--- config.mk ---
export PLATFORM = sky130hd
export DESIGN_NAME = tca_ram
export DESIGN_NICKNAME = d
export VERILOG_FILES = /design/src/sv/tolerance_cluster_accumulator_unit_defines.svh /design/src/sv/tca_ram.sv
export SDC_FILE = /design/constraint.sdc
export NUM_CORES = 1
export LEC_CHECK = 0
export BUFFER_PORTS_ARGS = -buffer_cell sky130_fd_sc_hd__clkbuf_2
export CORE_MARGIN = 2
export CORE_UTILIZATION = 38
export CTS_BUF_LIST = sky130_fd_sc_hd__clkbuf_4
export DETAILED_ROUTE_END_ITERATION = 7
export HOLD_SLACK_MARGIN = 0.15
export SYNTH_ARGS = -nofsm -noshare
export SYNTH_HDL_FRONTEND = slang
export SYNTH_SLANG_ARGS = --single-unit
--- constraint.sdc ---
create_clock -name clk -period 1.45 [get_ports clk]
set_input_delay 0.0725 -clock clk [delete_from_list [all_inputs] [get_ports clk]]
set_output_delay 0.0725 -clock clk [all_outputs]
set_load 0.05 [all_outputs]
--- src/sv/tolerance_cluster_accumulator_unit_defines.svh ---
// Assertion macros shared by the tolerance cluster accumulator RTL.
`ifndef TOLERANCE_CLUSTER_ACCUMULATOR_UNIT_DEFINES_SVH
`define TOLERANCE_CLUSTER_ACCUMULATOR_UNIT_DEFINES_SVH

// The consequent must hold in the same cycle as the antecedent.
`define TCA_ASSERT_IMP(label, clk, rst_n, ante, cons) \
    label: assert property (@(posedge clk) disable iff (!rst_n) (ante) |-> (cons)) \
        else $error("tca: same-cycle check failed");

// The consequent must hold in the cycle after the antecedent.
`define TCA_ASSERT_NXT(label, clk, rst_n, ante, cons) \
    label: assert property (@(posedge clk) disable iff (!rst_n) (ante) |=> (cons)) \
        else $error("tca: next-cycle check failed");

`endif

--- src/sv/tca_ram.sv ---
// Generic single-port-write, single-port-read RAM with registered read data.
module tca_ram #(
    parameter int WIDTH = 8,
    parameter int DEPTH = 16
) (
    input  logic                                    clk,
    input  logic                                    we,
    input  logic [(DEPTH > 1 ? $clog2(DEPTH) : 1)-1:0] waddr,
    input  logic [WIDTH-1:0]                        wdata,
    input  logic                                    re,
    input  logic [(DEPTH > 1 ? $clog2(DEPTH) : 1)-1:0] raddr,
    output logic [WIDTH-1:0]                        rdata
);

    logic [WIDTH-1:0] mem [DEPTH];

    always_ff @(posedge clk)
    begin
        if (we)
        begin
            mem[waddr] <= wdata;
        end
        if (re)
        begin
            rdata <= mem[raddr];
        end
    end

endmodule

# Word-level counts from Yosys, hierarchy flattened
# Memory sizes are Yosys's and may differ from the RTL's. A register that Yosys moved wholly into a read port is not among the register bits.
# Cells that the tools add are included.
# word_totals
word_cells	3
ramBits	128
ff_bits	0
out_inout_bits	8
n_memories	1
# op_classes
muxes	2
# memory_table
name	words	word_bits	read_ports	rd_clocked_by_memory_dff	wr	line_no	text
mem	16	8	1	1	1	tca_ram.sv:15	logic [WIDTH-1:0] mem [DEPTH];
# ops
op	count
$mux 1	2

# Depth between registers and ports, before layout
# depth
word_depth	2
mapped_depth	5

# Least setup slack after synthesis
# No wires, ideal clock.
# synth_timing
path_kind	input to register
start	input port waddr[2] (netlist bit)
end	memory mem[0][0], enable pin
path_slack_ns	-0.115
stages	2
path_buffers	0
setup_ns	0.383
arrival_time_ns	1.182
path_cell_list	or3b_2 -> nor3_1
# synth_lines
item	line_no	text
from (decl)	tca_ram.sv:8	input logic [(DEPTH > 1 ? $clog2(DEPTH) : 1)-1:0] waddr,
to (decl)	tca_ram.sv:15	
# Straight into the memory's write port.

==> reports/results.txt <==
Status -> complete, no violations
Tot GR Track Use -> 14.7%
Crit path depth -> 3
Max-slew violation count -> 0
Die width -> 121 µm
Post-detail-place hpwl -> 6580 µm
Crit start category -> flop
Worst reg2reg path endpoint -> rdata[6]
Cell area after synthesis -> 5230 µm²
DR iter-0 viols -> 172
Power density over the cells -> 1230 nW/µm²
WS Path Type -> reg2reg
Synth Flop Type -> edfxtp_1
CP top delay family -> multiplexers
Post-route ant nets -> 0
Post-Route WL -> 9830 µm
Worst hold stages -> 4
Register bit count reported by yosys -> 136
Count of cell types in the netlist -> 18
Slew HR -> 39.8%
Origin of the critical flop-to-flop path -> mem[3][6]
Post-synthesis simple-gate area fraction -> 3.14%
Initial Utilization -> 39.2%
NetSw -> 1620 µW
Largest area contributor in the netlist -> edfxtp_1
Share of the synthesized area in the top cell type -> 78.1%
Hold Slack -> 194 ps
Mapped Nets -> 248
Ranking of synthesized cells by area -> edfxtp_1, mux4_2, mux4_1
Pre-antenna DRT Iters -> 4
Final hold viol count -> 0
Critical path cell sequence -> mux4_2, a22oi_2, nand2_1
Required time worst endpoint -> 1730 ps
Post-Syn Instances -> 229
Hold Crit Start -> waddr[2]
Critical path data arrival time -> 1710 ps
Syn Area/Cell -> 22.8 µm²
Core area -> 13300 µm²
Final setup viols -> 0
DRC violations left -> 0
Sequential cell area -> 4080 µm²
Max rail drop VDD -> 0.000716 V
Least-Margin Pin Slew -> 899 ps
Top Ports -> 27
RSZ-0062 raised after global routing -> yes
Ys async rst share -> 0%
Adder-cell share of the synthesized area -> 0%
Largest family of logic cells by synthesized area -> multiplexers
Initial antenna violation count -> 0
Number of synthesized flops with an enable pin -> 136
Setup WS post-layout -> 20.0 ps
Grt ovf -> 0
Crit path buf inv count -> 0
Routed len/inst -> 20.1 µm
Worst Hold End -> mem[7][4]
Die height -> 121 µm
Slowest CP cell -> mux4_2
Count leader, synth -> edfxtp_1
R2R cell count -> 3
Total CTS buffers -> 17
Comb pwr share -> 7.0%
Clock power share -> 34.5%
Mux contribution to synthesized area -> 14.8%
CTS tree -> yes
Clock skew -> 19.9 ps
Fillers -> 1154
# port buffers -> 26
R2r setup slk -> 20 ps
Post-Place Worst Slack -> -216 ps
Root Buffer -> clkbuf_4
Synthesis-to-finish area growth -> 17.9%
Register area share after synthesis -> 78.1%
Largest net degree at the start of global routing -> 17
CP peak stage delay -> 490 ps
Static Leak -> 0.00204 µW
Synth top cells by count -> edfxtp_1, mux4_2, a22oi_1
CP max FO -> 1
Synth Area in Compound Gates -> 2.30%
Final period utilization -> 98.6%
XOR/XNOR share of the synthesized area -> 0%
Count of warnings emitted by yosys -> 0
Vias post-DR -> 2472
Vias per cell -> 5.06
Period minus WS final -> 1430 ps
Max-cap viol count -> 0
Sw Ratio -> 21.3%
Min-Delay Path Class -> in2reg
Nets -> 319
CTS sink count -> 136
Clock slew at reported path FFs -> 110 ps
Sequential power share -> 58.5%
Core Rows -> 42
CTS H-tree lvls -> 4
Vias in the first global route -> 2565
Area of the multi-input gates -> 1070 µm²
Global-route wire length before repair -> 15200 µm
Max Root-Sink Buffers -> 2
Clk Latency, worst-skew pair -> 510 ps
RePlAce Congestion -> 0.732
Ratio of cells with drive above 1 in the final layout -> 37.1%
Achievable Freq -> 0.699 GHz
Worst setup EP type -> flop
Internal Power -> 5980 µW
Die footprint -> 14700 µm²
Diode count -> 0
cell families (layout without fill, tap and decap cells):
logic type,count (synthesis),count (layout)
AOI/OAI and AO/OA,16,16
buffers and inverters,10,94
DFF,136,136
muxes,32,32
and+or+nand+nor,35,35
power groups by stage:
| stage | Sequential, µW | Clock (µW) | Combinational, µW |
|---|---|---|---|
| 4_1_cts | 4450 | 2700 | 531 |
| 3_3_place_gp | 4530 | 0 | 484 |
| 2_1_floorplan | 4600 | 0 | 224 |
| 5_1_grt | 4450 | 2870 | 570 |
| 3_5_place_dp | 4530 | 0 | 495 |
| 6_report | 4440 | 2620 | 529 |
worst max-delay path by stage:
stage,start,end
finish,mem[3][6],rdata[6]
global route,mem[2][1],rdata[1]
CTS,mem[1][1],rdata[1]
detailed placement,raddr[0],rdata[4]
global placement,raddr[0],rdata[4]
floorplan,raddr[0],rdata[1]
registers in the layout (all words and copies together), names as in the netlist:
register,cells
mem,128
rdata,8
cell type report:
type / instances / area share, %
Clock inverter: 15 / 2.99
Tap cell: 176 / 3.57
Multi-Input combinational cell: 83 / 17.3
Clock buffer: 17 / 2.07
Sequential cell: 136 / 66.3
Timing Repair Buffer: 62 / 7.76
metal layers:
layer,vias to the layer above,global-route usage (%),part of all wire [%]
met2,78,22.3,48
met5,-,0,0
li1,1116,-,-
met4,0,4.53,0.73
met3,6,4.46,5.9
met1,1272,20.5,45
cell usage in the layout (no fill, tap or decap), drive strengths merged, types with 2 or more instances in the layout:
cell / instances
nand2: 9
mux4: 32
a22oi: 16
nand3b: 2
clkinvlp: 3
dlygate4sd3: 11
edfxtp: 136
clkinv: 8
bufinv: 4
nand2b: 2
nor2: 13
nor3: 4
buf: 25
clkbuf: 43
through the flow:
stage | instances | power, µW | utilization, % | setup TNS (ps) | instance area, µm²
finish | 489 | 7600 | 46.2 | 0 | 6160
global route | 489 | 7890 | 46.2 | -48.7 | 6160
CTS | 489 | 7670 | 46.2 | 0 | 6170
detailed placement | 446 | 5030 | 43.0 | -1370 | 5730
global placement | 446 | 5020 | 43.0 | -1220 | 5730
floorplan | 229 | 4820 | - | 0 | 5230
tightest hold or removal path, delay by kind of cell:
kind	cells	cell delay, ps
buffers and inverters	2	250
AND/OR/NAND/NOR	2	220
what timing repair did:
item,4_1_cts,5_1_grt
pin swaps,1,4
setup endpoints to repair,5,7
buffers inserted,0,0
gates resized for setup,8,7
hold endpoints to repair,168,0
hold buffers,11,0
gates cloned,0,0
Power figures use the tool's default switching activity.
